==> config.mk <==
export PLATFORM = sky130hd
export DESIGN_NAME = etp_acc
export DESIGN_NICKNAME = d
export VERILOG_FILES = /design/src/design/etp_pkg.sv /design/src/design/etp_acc.sv
export SDC_FILE = /design/constraint.sdc
export NUM_CORES = 2
export LEC_CHECK = 0
export ABC_AREA = 1
export BUFFER_PORTS_ARGS = -buffer_cell sky130_fd_sc_hd__buf_2
export CAP_MARGIN = 5
export CORE_MARGIN = 3
export CORE_UTILIZATION = 30
export CTS_CLUSTER_DIAMETER = 80
export DETAILED_ROUTE_END_ITERATION = 10
export GPL_ROUTABILITY_DRIVEN = 0
export PLACE_DENSITY_LB_ADDON = 0.12
export SYNTH_ARGS = -nofsm -noshare
export SYNTH_HDL_FRONTEND = slang
export SYNTH_SLANG_ARGS = --single-unit
==> constraint.sdc <==
create_clock -name clk -period 12 [get_ports clk]
set_clock_uncertainty 0.1 [all_clocks]
set_input_delay 1.2 -clock clk [delete_from_list [all_inputs] [get_ports clk]]
set_output_delay 1.2 -clock clk [all_outputs]
set_load 0.01 [all_outputs]
==> src/design/etp_pkg.sv <==
package etp_pkg;

	// Width of a function id and of a stored total
	localparam int IdW    = 7;
	localparam int TotalW = 32;
	localparam int DepthW = 7;
	localparam int FcW    = 8;

	// Reset value of the function_count register
	localparam logic [FcW-1:0] FcReset = 8'd128;

	// Register indexes on the configuration port
	localparam logic RegFunctionCount = 1'b0;

	// Event outcome
	typedef enum logic [1:0] {
		ST_OK     = 2'd0,
		ST_BAD_ID = 2'd1,
		ST_FULL   = 2'd2,
		ST_EMPTY  = 2'd3
	} status_t;

	// Push or pop of the call stack for one committed event
	typedef struct packed {
		logic           push;
		logic           pop;
		logic [IdW-1:0] id;
	} stack_op_t;

	// Credit request toward the totals table
	typedef struct packed {
		logic              credit;
		logic [IdW-1:0]    id;
		logic [TotalW-1:0] amount;
	} credit_req_t;

	// One result item
	typedef struct packed {
		logic              credited_valid;
		logic [IdW-1:0]    credited_id;
		logic [TotalW-1:0] credited_total;
		logic [DepthW-1:0] stack_depth;
		status_t           status;
	} result_t;

endpackage

==> src/design/etp_acc.sv <==
module etp_acc #(
	parameter int MAX_FUNCS = 128
) (
	input  logic                       clk,
	input  logic                       arst_n,
	input  logic                       s2_adv,
	input  logic                       out_load,
	input  logic                       s1_valid,
	input  etp_pkg::credit_req_t       req,
	input  etp_pkg::status_t           status,
	input  logic [etp_pkg::DepthW-1:0] depth,
	output logic                       s2_valid,
	output etp_pkg::result_t           result
);

	localparam int TotDepth = (MAX_FUNCS < 128) ? MAX_FUNCS : 128;
	localparam int IdxW     = $clog2(TotDepth);

	logic [etp_pkg::TotalW-1:0] mem [TotDepth];
	logic [TotDepth-1:0]        vld_q;

	logic                       valid_s2;
	etp_pkg::credit_req_t       req_s2;
	etp_pkg::status_t           status_s2;
	logic [etp_pkg::DepthW-1:0] depth_s2;

	logic [etp_pkg::TotalW-1:0] rd_s2;
	logic                       rdv_s2;
	logic                       fwd_s2;
	logic [etp_pkg::TotalW-1:0] fwd_data_s2;

	logic [IdxW-1:0]            rd_addr;
	logic [IdxW-1:0]            wr_addr;
	logic                       wr_en;
	logic [etp_pkg::TotalW-1:0] cur;
	logic [etp_pkg::TotalW:0]   sum;
	logic [etp_pkg::TotalW-1:0] total;

	assign rd_addr = req.id[IdxW-1:0];
	assign wr_addr = req_s2.id[IdxW-1:0];
	assign wr_en   = valid_s2 && req_s2.credit && out_load;

	// Stage two control
	always_ff @(posedge clk or negedge arst_n) begin
		if (!arst_n) begin
			valid_s2 <= 1'b0;
		end else if (s2_adv) begin
			valid_s2 <= s1_valid;
		end
	end

	always_ff @(posedge clk) begin
		if (s2_adv) begin
			req_s2    <= req;
			status_s2 <= status;
			depth_s2  <= depth;
		end
	end

	// Read the total; forward a write landing on the same entry
	always_ff @(posedge clk) begin
		if (wr_en) begin
			mem[wr_addr] <= total;
		end
		if (s2_adv) begin
			rd_s2       <= mem[rd_addr];
			rdv_s2      <= vld_q[rd_addr];
			fwd_s2      <= wr_en && (wr_addr == rd_addr);
			fwd_data_s2 <= total;
		end
	end

	// Entries never written read as zero
	always_ff @(posedge clk or negedge arst_n) begin
		if (!arst_n) begin
			vld_q <= '0;
		end else if (wr_en) begin
			vld_q[wr_addr] <= 1'b1;
		end
	end

	// Saturating add
	always_comb begin
		if (fwd_s2) begin
			cur = fwd_data_s2;
		end else if (rdv_s2) begin
			cur = rd_s2;
		end else begin
			cur = '0;
		end
		sum   = {1'b0, cur} + {1'b0, req_s2.amount};
		total = sum[etp_pkg::TotalW] ? '1 : sum[etp_pkg::TotalW-1:0];
	end

	always_comb begin
		result.credited_valid = req_s2.credit;
		result.credited_id    = req_s2.credit ? req_s2.id : '0;
		result.credited_total = req_s2.credit ? total : '0;
		result.stack_depth    = depth_s2;
		result.status         = status_s2;
	end

	assign s2_valid = valid_s2;

endmodule

==> results.cfg <==
[sta]
tightest_slew_ns = 1.30
finalHoldViolCount = 0
rsz0062_at_grt = false
max_freq_mhz = 123
tns_ns = 0
setup_viol = 0
finalCritPeriodShare = 0.678
slew_violations = 0
fin_ws_ns = 3.86
period_needed_ns = 8.14
slew_headroom = 0.131

[detailed_routing]
drtPass1Iterations = 9
drc = 1
wl_per_cell_um = 28.1
ant_nets = 0
drtIter0Drc = 11412
drt-total-wl_um = 644000
vias = 115899
viasPerCell = 5.06

[place]
dp_hpwl_um = 343000
placed_area_sq_um = 186000
dp.cells = 21984
dp_slack_ns = 4.91
port_buffers = 103

[floorplan]
chipWidth_um = 772
die_area_sq_um = 596000
core-area_sq_um = 583000
fp.dieH_um = 772
start_util = 0.302
ios = 104
row_count = 280

[worst_setup_path]
crit_type = reg -> out
cp-start-kind = register
r2r_end = mem[106][18]
critPathTopFamily = buffers and inverters
slowest_delay_ns = 0.92
critPathMaxFanout = 37
critPathBufInv = 8
crit_chain = buf_4, inv_1, nand2_1, inv_1, a22o_1, ha_1, nand2_1, inv_1, nand2_1, nand2_1, inv_1, nand2_1, nand2_1, nand2_1, a21oi_4, buf_4, nand3_4, nand2_1, inv_1, buf_2
slowest_stage = inv_1
crit_required_ns = 10.70
cp_data_arrival_time_ns = 6.84
cp_common_cell = nand2_1
rr_worst_depth = 18
r2r_start = fwd_s2
r2r_slack_ns = 5.24
setup.worst_path.end_class = primary output

[run]
drv_cap = 0

[clocking]
clk_latency_ns = 1.08
cts_max_level = 5
clk_path_buf_depth = 4
post_cts_buffers = 0
postCtsHoldBufs = 0
path_clk_slew_ns = 0.06
cts_tree = built
cts.repair.resized = 0
clock-sinks = 4340
cts_root_buf = clkbuf_16
cts_inserted_buffers = 478

[final_layout]
synthToLayoutAreaGrowth_pct = 14.3
finalInstanceArea_sq_um = 201000
final_nets = 14797
layout-drive-gt1-share = 0.0935
final_cells = 22893

[outcome]
status = finished, violations left
violations = DRC

[global_route]
grt_first_pass_wirelength_um = 898000
grt_overflow = 0
grt_max_degree = 150
grt_util_all_layers = 0.210
antenna_found_initial = 39
grt_pass1_vias = 110454

[power]
vdd_drop_max_uv = 126
p_per_area_nw_per_um2 = 188
leakage_nw = 70.4

[synth]
synth-async-reset-ratio = 0.0297
netlist.area_leader.share = 0.718
synth_area_leaders = edfxtp_1, nand3_1, nand2_1
synth_fp_nets = 14808
ys_warn_count = 0
yosysMostFrequentCell = nand2_1
ys_seq_area_frac = 0.736
synth-seq-cells = 4340
yosysTopAreaCell = edfxtp_1
synth_edf_count = 4211
syn_area_sq_um = 176000
synth_area_per_cell_sq_um = 12.0
synth_commonest_cells = nand2_1, nand3_1, edfxtp_1
yosys.cell_types.count = 34
synth_flop_cell = edfxtp_1
netlist_instances = 14720

[hold_path]
hp-class = in -> async
[area by class of cell]
cell class | count | area (sq um)
clock inverters | 202 | 1930
diodes | 30 | 75.1
flip-flops and latches | 4340 | 130000
repair buffers | 465 | 3690
fillers | 57755 | 382000
clock buffers | 677 | 13100
multi-input cells | 9222 | 42200
inverters | 202 | 808
well taps | 7755 | 9700
[routing by layer]
| layer | track usage | wire length, um | part of all wire | up-vias |
|---|---|---|---|---|
| met5 | 0 | 424 | 0.00066 | - |
| li1 | - | - | - | 52322 |
| met3 | 0.0299 | 36900 | 0.057 | 660 |
| met1 | 0.312 | 304000 | 0.47 | 59669 |
| met4 | 0.0471 | 15000 | 0.023 | 8 |
| met2 | 0.324 | 288000 | 0.45 | 3240 |
[power breakdown]
part | internal (mW) | switching (mW) | total (mW)
registers | 18.5 | 0.0736 | 18.6
logic | 0.680 | 4.15 | 4.83
clock network | 8.13 | 6.21 | 14.3
[cells by family (layout without fill, tap and decap cells)]
| logic type | after synthesis | in the layout | synth area share |
|---|---|---|---|
| adders and majority gates | 34 | 34 | 0.00246 |
| muxes | 1 | 1 | 0.0000639 |
| AOI/OAI and AO/OA | 69 | 69 | 0.00269 |
| buffers and inverters | 1158 | 1546 | 0.0315 |
| DFF | 4340 | 4340 | 0.736 |
| xor gates and xnor gates | 18 | 18 | 0.000895 |
| other | 0 | 30 | 0 |
| and+or+nand+nor | 9100 | 9100 | 0.226 |
[sequential cells by signal (all words and copies together) (netlist names)]
signal       flops
wr_addr          7
mem           4096
depth_s2         7
rd_s2           32
s2_valid         1
vld_q          128
fwd_data_s2     32
result           1
rdv_s2           1
fwd_s2           1
req_s2          32
status_s2        2
[how the worst max path moves through the flow]
stage / start / to / cells past startpoint
floorplan: fwd_s2 / result[11] / 14
global placement: fwd_s2 / result[36] / 20
detailed placement: fwd_s2 / result[15] / 20
CTS: fwd_s2 / result[15] / 20
global route: fwd_s2 / result[15] / 20
finish: fwd_s2 / result[36] / 20
[cell usage in the layout, fill, tap and decap left out, drive strengths merged]
master and n:
clkinvlp 4, bufinv 25, a22oi 1, edfxtp 4211, nor4 1, nand2 4552
nor3 8, or2 127, o21bai 1, a22o 31, nand3 4213, a31oi 2
clkinv 165, diode 30, fa 1, clkbuf 679, buf 463, a21oi 27
o21ai 7, nand4 6, nor2 181, inv 210, mux2 1, xor2 17
ha 33, xnor2 1, dfrtp 129, and2 12
[stage by stage]
step	power, mW	utilization	hold slack [ns]
2_1_floorplan	21.2	-	0.324
3_3_place_gp	23.8	0.319	0.346
3_5_place_dp	23.8	0.319	0.351
4_1_cts	38.2	0.345	0.0747
5_1_grt	39.0	0.345	0.0911
6_report	37.7	0.345	0.102
(Power assumes the default switching activity.)
