--- src/design/etp_pkg.sv ---
package etp_pkg;

	// Width of a function id and of a stored total
	localparam int IdW    = 7;
	localparam int TotalW = 32;
	localparam int DepthW = 7;
	localparam int FcW    = 8;

	// Reset value of the function_count register
	localparam logic [FcW-1:0] FcReset = 8'd128;

	// Register indexes on the configuration port
	localparam logic RegFunctionCount = 1'b0;

	// Event outcome
	typedef enum logic [1:0] {
		ST_OK     = 2'd0,
		ST_BAD_ID = 2'd1,
		ST_FULL   = 2'd2,
		ST_EMPTY  = 2'd3
	} status_t;

	// Push or pop of the call stack for one committed event
	typedef struct packed {
		logic           push;
		logic           pop;
		logic [IdW-1:0] id;
	} stack_op_t;

	// Credit request toward the totals table
	typedef struct packed {
		logic              credit;
		logic [IdW-1:0]    id;
		logic [TotalW-1:0] amount;
	} credit_req_t;

	// One result item
	typedef struct packed {
		logic              credited_valid;
		logic [IdW-1:0]    credited_id;
		logic [TotalW-1:0] credited_total;
		logic [DepthW-1:0] stack_depth;
		status_t           status;
	} result_t;

endpackage

--- src/design/etp_stack.sv ---
module etp_stack #(
	parameter int STACK_DEPTH = 64
) (
	input  logic                          clk,
	input  logic                          arst_n,
	input  etp_pkg::stack_op_t            op,
	output logic [$clog2(STACK_DEPTH+1)-1:0] sp,
	output logic [etp_pkg::IdW-1:0]       tos
);

	localparam int SpW = $clog2(STACK_DEPTH + 1);
	localparam int AW  = $clog2(STACK_DEPTH);

	logic [etp_pkg::IdW-1:0] mem [STACK_DEPTH];
	logic [SpW-1:0]          sp_q;
	logic [SpW-1:0]          sp_next;
	logic [etp_pkg::IdW-1:0] tos_q;
	logic [etp_pkg::IdW-1:0] below_q;
	logic [AW-1:0]           rd_addr;
	logic [SpW-1:0]          sp_m2;

	// Next depth
	always_comb begin
		sp_next = sp_q;
		if (op.push) begin
			sp_next = sp_q + SpW'(1);
		end else if (op.pop) begin
			sp_next = sp_q - SpW'(1);
		end
	end

	// Keep the entry just below the next top ready for a pop
	assign sp_m2   = sp_next - SpW'(2);
	assign rd_addr = (sp_next >= SpW'(2)) ? sp_m2[AW-1:0] : '0;

	always_ff @(posedge clk or negedge arst_n) begin
		if (!arst_n) begin
			sp_q <= '0;
		end else begin
			sp_q <= sp_next;
		end
	end

	// Store every pushed id; read the second entry from the top each cycle
	always_ff @(posedge clk) begin
		if (op.push) begin
			mem[sp_q[AW-1:0]] <= op.id;
		end
		below_q <= mem[rd_addr];
	end

	// Top of stack in a register
	always_ff @(posedge clk) begin
		if (op.push) begin
			tos_q <= op.id;
		end else if (op.pop) begin
			tos_q <= below_q;
		end
	end

	assign sp  = sp_q;
	assign tos = tos_q;

	a_depth_range: assert property (@(posedge clk) disable iff (!arst_n)
		sp_q <= SpW'(STACK_DEPTH))
		else $error("stack depth beyond capacity");

	a_no_pop_empty: assert property (@(posedge clk) disable iff (!arst_n)
		op.pop |-> sp_q != '0)
		else $error("pop on empty stack");

	a_push_top: assert property (@(posedge clk) disable iff (!arst_n)
		op.push |=> tos_q == $past(op.id) && sp_q == $past(sp_q) + SpW'(1))
		else $error("push did not update top");

endmodule

--- src/design/etp_ctrl.sv ---
module etp_ctrl #(
	parameter int MAX_FUNCS   = 128,
	parameter int STACK_DEPTH = 64,
	parameter int TIME_BITS   = 32
) (
	input  logic                          clk,
	input  logic                          arst_n,
	input  logic                          commit,
	input  logic [etp_pkg::IdW-1:0]       func_id,
	input  logic                          is_start,
	input  logic [TIME_BITS-1:0]          timestamp,
	input  logic [etp_pkg::FcW-1:0]       function_count,
	output etp_pkg::credit_req_t          req,
	output etp_pkg::status_t              status,
	output logic [etp_pkg::DepthW-1:0]    depth
);

	localparam int SpW  = $clog2(STACK_DEPTH + 1);
	localparam int AmtW = TIME_BITS + 1;

	etp_pkg::stack_op_t      op;
	logic [SpW-1:0]          sp;
	logic [etp_pkg::IdW-1:0] tos;

	logic                    have_prev_q;
	logic                    prev_start_q;
	logic [etp_pkg::IdW-1:0] prev_id_q;
	logic [TIME_BITS-1:0]    last_time_q;

	logic                    ok;
	logic [TIME_BITS-1:0]    diff;
	logic [AmtW-1:0]         diff_x;
	logic [AmtW-1:0]         amount;
	logic [64:0]             amount_w;
	logic [SpW-1:0]          sp_after;

	etp_stack #(
		.STACK_DEPTH(STACK_DEPTH)
	) u_stack (
		.clk   (clk),
		.arst_n(arst_n),
		.op    (op),
		.sp    (sp),
		.tos   (tos)
	);

	// Check order: id range, then stack full or empty
	always_comb begin
		if (!(etp_pkg::FcW'(func_id) < function_count) ||
				!(32'(func_id) < 32'(MAX_FUNCS))) begin
			status = etp_pkg::ST_BAD_ID;
		end else if (is_start && sp >= SpW'(STACK_DEPTH)) begin
			status = etp_pkg::ST_FULL;
		end else if (!is_start && sp == '0) begin
			status = etp_pkg::ST_EMPTY;
		end else begin
			status = etp_pkg::ST_OK;
		end
	end

	assign ok = (status == etp_pkg::ST_OK);

	// Elapsed ticks, adjusted by the pair of event kinds
	assign diff   = (timestamp >= last_time_q) ? (timestamp - last_time_q) : '0;
	assign diff_x = {1'b0, diff};

	always_comb begin
		if (prev_start_q) begin
			amount = is_start ? diff_x : diff_x + AmtW'(1);
		end else if (is_start) begin
			amount = (diff_x == '0) ? '0 : diff_x - AmtW'(1);
		end else begin
			amount = diff_x;
		end
	end

	// Clamp the credit to the total width
	assign amount_w = 65'(amount);

	always_comb begin
		req.credit = ok && have_prev_q && (prev_start_q || sp != '0);
		req.id     = prev_start_q ? prev_id_q : tos;
		req.amount = (|amount_w[64:32]) ? '1 : amount_w[31:0];
	end

	// Stack update on a committed good event
	always_comb begin
		op.push = commit && ok && is_start;
		op.pop  = commit && ok && !is_start;
		op.id   = func_id;
	end

	always_comb begin
		sp_after = sp;
		if (ok) begin
			sp_after = is_start ? sp + SpW'(1) : sp - SpW'(1);
		end
	end

	assign depth = etp_pkg::DepthW'(sp_after);

	// Record the previous event
	always_ff @(posedge clk or negedge arst_n) begin
		if (!arst_n) begin
			have_prev_q  <= 1'b0;
			prev_start_q <= 1'b0;
			prev_id_q    <= '0;
			last_time_q  <= '0;
		end else if (commit && ok) begin
			have_prev_q  <= 1'b1;
			prev_start_q <= is_start;
			prev_id_q    <= func_id;
			last_time_q  <= timestamp;
		end
	end

endmodule

--- config.mk ---
export PLATFORM = sky130hd
export DESIGN_NAME = etp_ctrl
export DESIGN_NICKNAME = d
export VERILOG_FILES = /design/src/design/etp_pkg.sv /design/src/design/etp_stack.sv /design/src/design/etp_ctrl.sv
export SDC_FILE = /design/constraint.sdc
export NUM_CORES = 1
export LEC_CHECK = 0
export BUFFER_PORTS_ARGS = -buffer_cell sky130_fd_sc_hd__buf_4
export CAP_MARGIN = 20
export CELL_PAD_IN_SITES_DETAIL_PLACEMENT = 0
export CELL_PAD_IN_SITES_GLOBAL_PLACEMENT = 1
export CORE_ASPECT_RATIO = 0.8
export CORE_MARGIN = 2
export CORE_UTILIZATION = 54
export CTS_CLUSTER_DIAMETER = 50
export DETAILED_ROUTE_END_ITERATION = 7
export GPL_ROUTABILITY_DRIVEN = 0
export PLACE_DENSITY = 0.81
export SLEW_MARGIN = 20
export SYNTH_ARGS = -nofsm -noshare
export SYNTH_HDL_FRONTEND = slang
export SYNTH_SLANG_ARGS = --single-unit
--- constraint.sdc ---
create_clock -name clk -period 9.4 [get_ports clk]
set_clock_uncertainty 0.05 [all_clocks]
set_input_delay 0 -clock clk [delete_from_list [all_inputs] [get_ports clk]]
set_output_delay 0 -clock clk [all_outputs]
set_load 0.01 [all_outputs]
==> qor.yml, run 1 <==
synthesis:
  yosysTopAreaCell: "edfxtp_1"
  synth.top_cell.area_share: 0.526
  synth_edf_count: 455
  synthArstFlopShare: 0.0941
  netlist_top_cells_area: "edfxtp_1 53%, nand2_1 5.1%, dfrtp_1 4.6%"
  syn-cell-area_mm2: 0.0260
  synth_cells: 2339
  synth_cell_types: 92
  ys_seq_area_frac: 0.578
  synth_area_per_cell_um2: 11.1
  yosysWarnings: 0
  synth_flop_cell: "edfxtp_1"
  synth-seq-cells: 510
  syn-num-nets: 2435
timing:
  setup_tns_ns: 0
  slew_headroom: 0.319
  finalHoldViolations: 0
  drv_slew: 0
  fin_crit_ns: 6.86
  holdWs_ns: 0.114
  fin_crit_sh: 0.730
  fmax_mhz: 146
  tightest_slew_ns: 1.02
  setup_violations: 0
  rsz0062_at_grt: "false"
routing:
  dr_wl_met3_um: 10000
  dr.pass1.iters: 6
  highest_layer: "met5"
  post_drt_wl_per_cell_um: 25.2
  drt-initial-drc-count: 2482
  antenna_left: 0
  post_drt_via_cell_ratio: 6.51
  met2RoutedLength_um: 32200
  wl_um: 78100
  post-route-drc-count: 0
  wl_met1_um: 34500
  vias: 20100
pwr:
  switchingPower_mw: 4.79
  power.density_mw_per_mm2: 355
  p_leak_nw: 10.5
  pwr-share-comb: 0.542
  p_sw_frac: 0.458
  ir_drop_mv: 0.407
  p_int_mw: 5.68
  power_frac_clock: 0.195
  p_seq_frac: 0.263
grt:
  grt_pass1_vias: 18800
  grt_pass1_wl_um: 118000
  grt_max_degree: 85
  track_usage: 0.309
  antenna_found_initial: 4
  gr-total-overflow: 0
cts:
  clk_path_buf_depth: 3
  cts_max_level: 2
  cts_tree: "yes"
  cts_buffers: 51
  post_cts_buffers: 0
  worstSkewPairLatency_ns: 0.61
  cts_sinks: 510
  cts_root_buf: "clkbuf_16"
  cts.clk_slew.worst_paths_ns: 0.07
worst_setup_path:
  r2r_end: "u_stack.below_q[0]"
  path_buf_inv: 4
  reg2regPathDepth: 18
  cp-start-kind: "flop"
  critical_path_class: "flop to flop"
  critical_path.top_delay_family: "compound AO/OA/AOI/OAI gates"
  cp.arrival_ns: 7.29
  critPathCaptureType: "flop"
  regToRegSetupSlack_ns: 2.54
  max_stage_delay_ns: 0.77
  regToRegStartpoint: "u_stack.sp[1]"
  crit_required_ns: 9.83
  cp_max_fo: 84
  worst_path_max_delay_cell: "dfrtp_1"
  crit_chain: "inv_1 > ha_1 > nor4b_1 > a21boi_1 > nand2_1 > inv_2 > buf_4 > nand2_1 > xor2_1 > ha_1 > o2111ai_1 > o21ai_4 > buf_4 > mux2_2 > o21ai_0 > a21oi_1 > a311oi_1 > o211ai_1"
die:
  ios: 100
  die_area_mm2: 0.0499
  placeableCoreArea_mm2: 0.0473
  die_h_um: 200
  die_w_um: 249
  rows: 71
  start_util: 0.550
worst_hold_path:
  min_to: "last_time_q[4]"
  whs_path_depth: 4
  hp-class: "primary input to flop"
  worstHoldStart: "timestamp[4]"
placed_design:
  place_hpwl_um: 52600
  io_buffers: 99
run_status:
  status: "finished, final reports clean"
layout:
  fill_cells: 3706
  area_growth_pct: 13.5
  drive_above_1_share: 0.125
  nNetsFinal: 2527
flow_run:
  max_cap_viol_count: 0
[metrics by stage]
stage / std cells / utilization / instance area, um^2 / power [mW] / setup WS (ns)
after floorplan: 2339 / - / 26000 / 6.34 / 4.40
after global placement: 2951 / 0.577 / 27300 / 8.22 / 3.07
after detailed placement: 2951 / 0.577 / 27300 / 8.27 / 2.71
after CTS: 3088 / 0.622 / 29400 / 10.3 / 2.70
after global routing: 3091 / 0.623 / 29500 / 11.0 / 2.03
final: 3093 / 0.624 / 29500 / 10.5 / 2.54
[worst max-delay path by stage]
stage / startpoint / cells after the start / slack, ns / endpoint
6_report: u_stack.sp[1] / 18 / 2.54 / u_stack.below_q[0]
5_1_grt: u_stack.sp[1] / 18 / 2.03 / u_stack.below_q[0]
4_1_cts: u_stack.sp[1] / 18 / 2.70 / u_stack.below_q[3]
3_5_place_dp: u_stack.sp[1] / 18 / 2.71 / u_stack.below_q[3]
3_3_place_gp: u_stack.sp[0] / 18 / 3.07 / u_stack.below_q[3]
2_1_floorplan: u_stack.sp[0] / 20 / 4.40 / u_stack.below_q[0]
[routing by layer]
metal  up-vias  track usage
met5         -            0
met4         4       0.0613
met3        92       0.0998
met2      1096        0.428
met1      9881        0.474
li1       9050            -
[power groups by stage]
| stage | clock network (mW) | registers (mW) | logic (mW) |
|---|---|---|---|
| after floorplan | 0 | 2.68 | 3.66 |
| after global placement | 0 | 2.79 | 5.43 |
| after detailed placement | 0 | 2.79 | 5.48 |
| after CTS | 2.05 | 2.74 | 5.53 |
| after global routing | 2.13 | 2.76 | 6.09 |
| final | 2.04 | 2.75 | 5.68 |
[synthesized netlist by cell type, types with 13 or more instances]
master	n
mux2_2	48
a221oi_1	40
clkbuf_1	110
xor2_1	31
nor2_1	189
edfxtp_1	455
nand3_1	91
o221ai_1	51
o21ai_0	107
o211ai_1	42
or3_1	15
a31oi_1	48
mux2i_1	89
buf_1	17
xnor2_1	44
ha_1	44
and2_1	21
o22ai_1	22
a21oi_1	92
nand4_1	27
nand2_1	350
a21o_1	13
o21ai_1	14
inv_1	63
nor3_1	42
dfrtp_1	48
[timing repair]
action                    CTS  global route
resized for setup           0             0
hold endpoints to repair  224             0
hold buffers               44             0
[cells by family (layout without fill, tap and decap cells)]
group | Yosys count | count (layout) | share of synthesized area
AND/OR/NAND/NOR | 812 | 812 | 0.141
AO/OA/AOI/OAI | 553 | 553 | 0.148
buffers and inverters | 206 | 338 | 0.0303
XOR/XNOR | 76 | 76 | 0.0259
other | 0 | 2 | 0
multiplexers | 137 | 137 | 0.0551
flip-flops | 510 | 510 | 0.578
adder cells (fa/ha/maj) | 45 | 45 | 0.0220
[worst reg2reg max path: stages (launching register included)]
cell and delay (ns):
dfrtp_1 0.77, inv_1 0.25, ha_1 0.24, nor4b_1 0.16, a21boi_1 0.56, nand2_1 0.18, inv_2 0.08, buf_4 0.69
nand2_1 0.18, xor2_1 0.22, ha_1 0.45, o2111ai_1 0.53, o21ai_4 0.76, buf_4 0.50, mux2_2 0.42, o21ai_0 0.18
a21oi_1 0.12, a311oi_1 0.29, o211ai_1 0.13
[sequential cells by signal (all words and copies together), names as in the netlist]
register	flops
have_prev_q	1
prev_start_q	1
u_stack.tos	7
prev_id_q	7
u_stack.mem	448
u_stack.below_q	7
last_time_q	32
u_stack.sp	7
[final cells by class]
class	instances	area [um^2]	area share
clock buffers	73	1480	0.0503
well taps	620	776	0.0263
diodes	2	5.00	0.000170
inverters	68	255	0.00866
repair buffers	177	1480	0.0502
flip-flops and latches	510	15000	0.509
clock inverters	20	188	0.00637
multi-input cells	1623	10300	0.349
[cells in the final DEF, fill, tap and decap left out, drive strengths merged, types with 27 or more instances in the layout]
cell type	instances
a21oi	93
a221oi	41
a31oi	48
buf	134
clkbuf	73
dfrtp	48
dlygate4sd3	43
edfxtp	455
ha	44
inv	73
mux2	48
mux2i	89
nand2	350
nand3	91
nand4	27
nor2	189
nor3	44
o211ai	42
o21ai	121
o221ai	51
xnor2	45
xor2	31
Power figures use the tool's default switching activity.
==> run 2: changes to the inputs <==
CORE_UTILIZATION = 51   (was 54)
PLACE_DENSITY = 0.77   (was 0.81)
clock period = 7.2 ns   (was 9.4 ns; I/O delays follow)
==> run 2 against run 1 <==
Effect of this change: sequential power rose by 29%; global-route usage down 1.2 points; core utilization decreased by 3.0 points; wire length up 1.5%; register-to-register slack got worse by 2.0 ns; largest cell class unchanged.
==> qor.yml, run 2 (same netlist as run 1, synthesis figures left out) <==
run_status:
  status: "finished, final reports clean"
worst_setup_path:
  startpoint: "last_time_q[27]"
  cp_max_fo: 18  # -79%
  critical_path_class: "flop to output pin"
  cp-start-kind: "flop"
  critPathCaptureType: "output pin"
  cp.arrival_ns: 6.81  # -0.48 ns
  crit_required_ns: 7.15  # -2.68 ns
  regToRegStartpoint: "u_stack.sp[1]"
cts:
  cts_buffers: 52  # +2.0%
  cts_tree: "yes"
  cts.clk_slew.worst_paths_ns: 0.06  # about the same
  ctsResizeCount: 0  # unchanged
  cts_sinks: 510  # unchanged
  clk_path_buf_depth: 3  # unchanged
  cts_root_buf: "clkbuf_16"
  cts_max_level: 2  # unchanged
  worstSkewPairLatency_ns: 0.61  # about the same
layout:
  multi_input_area_mm2: 0.0103  # +0.13%
  largest_register_ff_count: 448  # unchanged
  final_cell_mix: "455 x edfxtp_1, 350 x nand2_1, 186 x nor2_1"
  area_growth_pct: 14.2
  finalNonFillerCells: 3151  # +1.9%
  final_common_cell: "edfxtp_1"
  nNetsFinal: 2527  # unchanged
  seq_area_mm2: 0.0150  # unchanged
  fill_cells: 4236  # +14%
  drive_above_1_share: 0.131  # +0.00551
grt:
  antenna_found_initial: 5  # +1
  grt_pass1_wl_um: 117000  # -0.64%
  track_usage: 0.297  # -0.0115
  gr-total-overflow: 0  # unchanged
  grt_pass1_vias: 18500  # -1.5%
  grt_max_degree: 84  # -1.2%
worst_hold_path:
  hp-class: "primary input to flop"
  worstHoldStart: "func_id[6]"
routing:
  post_drt_via_cell_ratio: 6.35  # -2.3%
  post-route-drc-count: 0  # unchanged
  wl_um: 79200  # +1.5%
  dr.pass1.iters: 6  # unchanged
  antenna_left: 0  # unchanged
  vias: 20000  # -0.50%
  post_drt_wl_per_cell_um: 25.1  # -0.41%
  drt-initial-drc-count: 2540  # +2.3%
die:
  die_h_um: 206  # +2.8%
  die_w_um: 256  # +2.9%
  die_area_mm2: 0.0528  # +5.8%
  rows: 73  # +2.8%
  ios: 100  # unchanged
  start_util: 0.520  # -0.0297
  placeableCoreArea_mm2: 0.0500  # +5.7%
pwr:
  p_total_mw: 13.8  # +32%
  ir_drop_mv: 0.360  # -12%
  power.density_mw_per_mm2: 465  # +31%
  p_leak_nw: 10.5  # +0.63%
flow_run:
  max_cap_viol_count: 0  # unchanged
timing:
  fmax_mhz: 146
  fin_crit_sh: 0.953
  fin_crit_ns: 6.86
  setup_violations: 0  # unchanged
  drv_slew: 0  # unchanged
  rsz0062_at_grt: "false"
  setup_tns_ns: 0  # unchanged
  tightest_slew_ns: 1.03  # +0.0126 ns
  finalHoldViolations: 0  # unchanged
  slew_headroom: 0.309  # -0.0103
placed_design:
  place_hpwl_um: 53800  # +2.3%
  io_buffers: 99  # unchanged
  place_inst: 3009  # +2.0%
-- run 2: path summary, 6_finish.rpt --
check / to / slack, ns / depth (start not counted)
max: req[0] / 0.34 / 19
min: u_stack.mem[45][6] / 0.007 / 2
max reg2reg: u_stack.below_q[5] / 0.53 / 16
min reg2reg: have_prev_q / 0.42 / 1
max in group asynchronous: u_stack.sp[0] / 6.43 / 4
min in group asynchronous: last_time_q[4] / 0.41 / 4
-- run 2: report_power, final --
group,internal (mW),switching [mW]
combinational,2.52,4.91
clock,1.63,1.17
sequential,3.40,0.149
total,7.56,6.23
-- run 2: final cells by class --
class	count	area share
clock inverter	29	0.0105
timing repair buffer	176	0.0498
antenna	2	0.000169
tap	675	0.0285
inverter	68	0.00860
multi-input combinational	1623	0.347
sequential	510	0.506
clock buffer	68	0.0497
-- run 2: critical path, cell delays in order, from the launching register on --
cell	delay, ns
dfrtp_1	0.32
inv_1	0.05
ha_1	0.44
nand4_1	0.45
nor4_2	0.93
a211o_1	0.27
nand2b_1	0.19
o21ai_1	0.17
nor2_1	0.31
ha_1	0.20
nor2b_1	0.20
and2_1	0.20
nand4_1	0.14
nor4_2	0.52
nand3b_1	0.26
nor4_1	0.45
nand4_1	0.45
buf_6	0.33
o311ai_0	0.12
buf_4	0.20
-- run 2: stage by stage --
step	hold WS, ns	worst slack (ns)	instance area, um^2	util
global route	0.0164	0.138	29700	0.594
global placement	0.0176	0.364	27400	0.548
floorplan	-0.346	2.20	26000	-
finish	0.00745	0.337	29700	0.594
CTS	0.00560	0.106	29600	0.593
detailed placement	0.0309	0.771	27400	0.549
-- run 2: routing by layer --
| metal | vias to the layer above | track usage | part of all wire |
|---|---|---|---|
| met2 | 1054 | 0.412 | 0.41 |
| met3 | 131 | 0.0791 | 0.12 |
| met1 | 9784 | 0.456 | 0.45 |
| met5 | - | 0.0315 | 0.0031 |
| met4 | 4 | 0.0769 | 0.022 |
| li1 | 9050 | - | - |
-- run 2: what timing repair did --
action | 4_1_cts | 5_1_grt
hold endpoints to repair | 204 | 0
buffers inserted | 0 | 0
hold buffers | 41 | 0
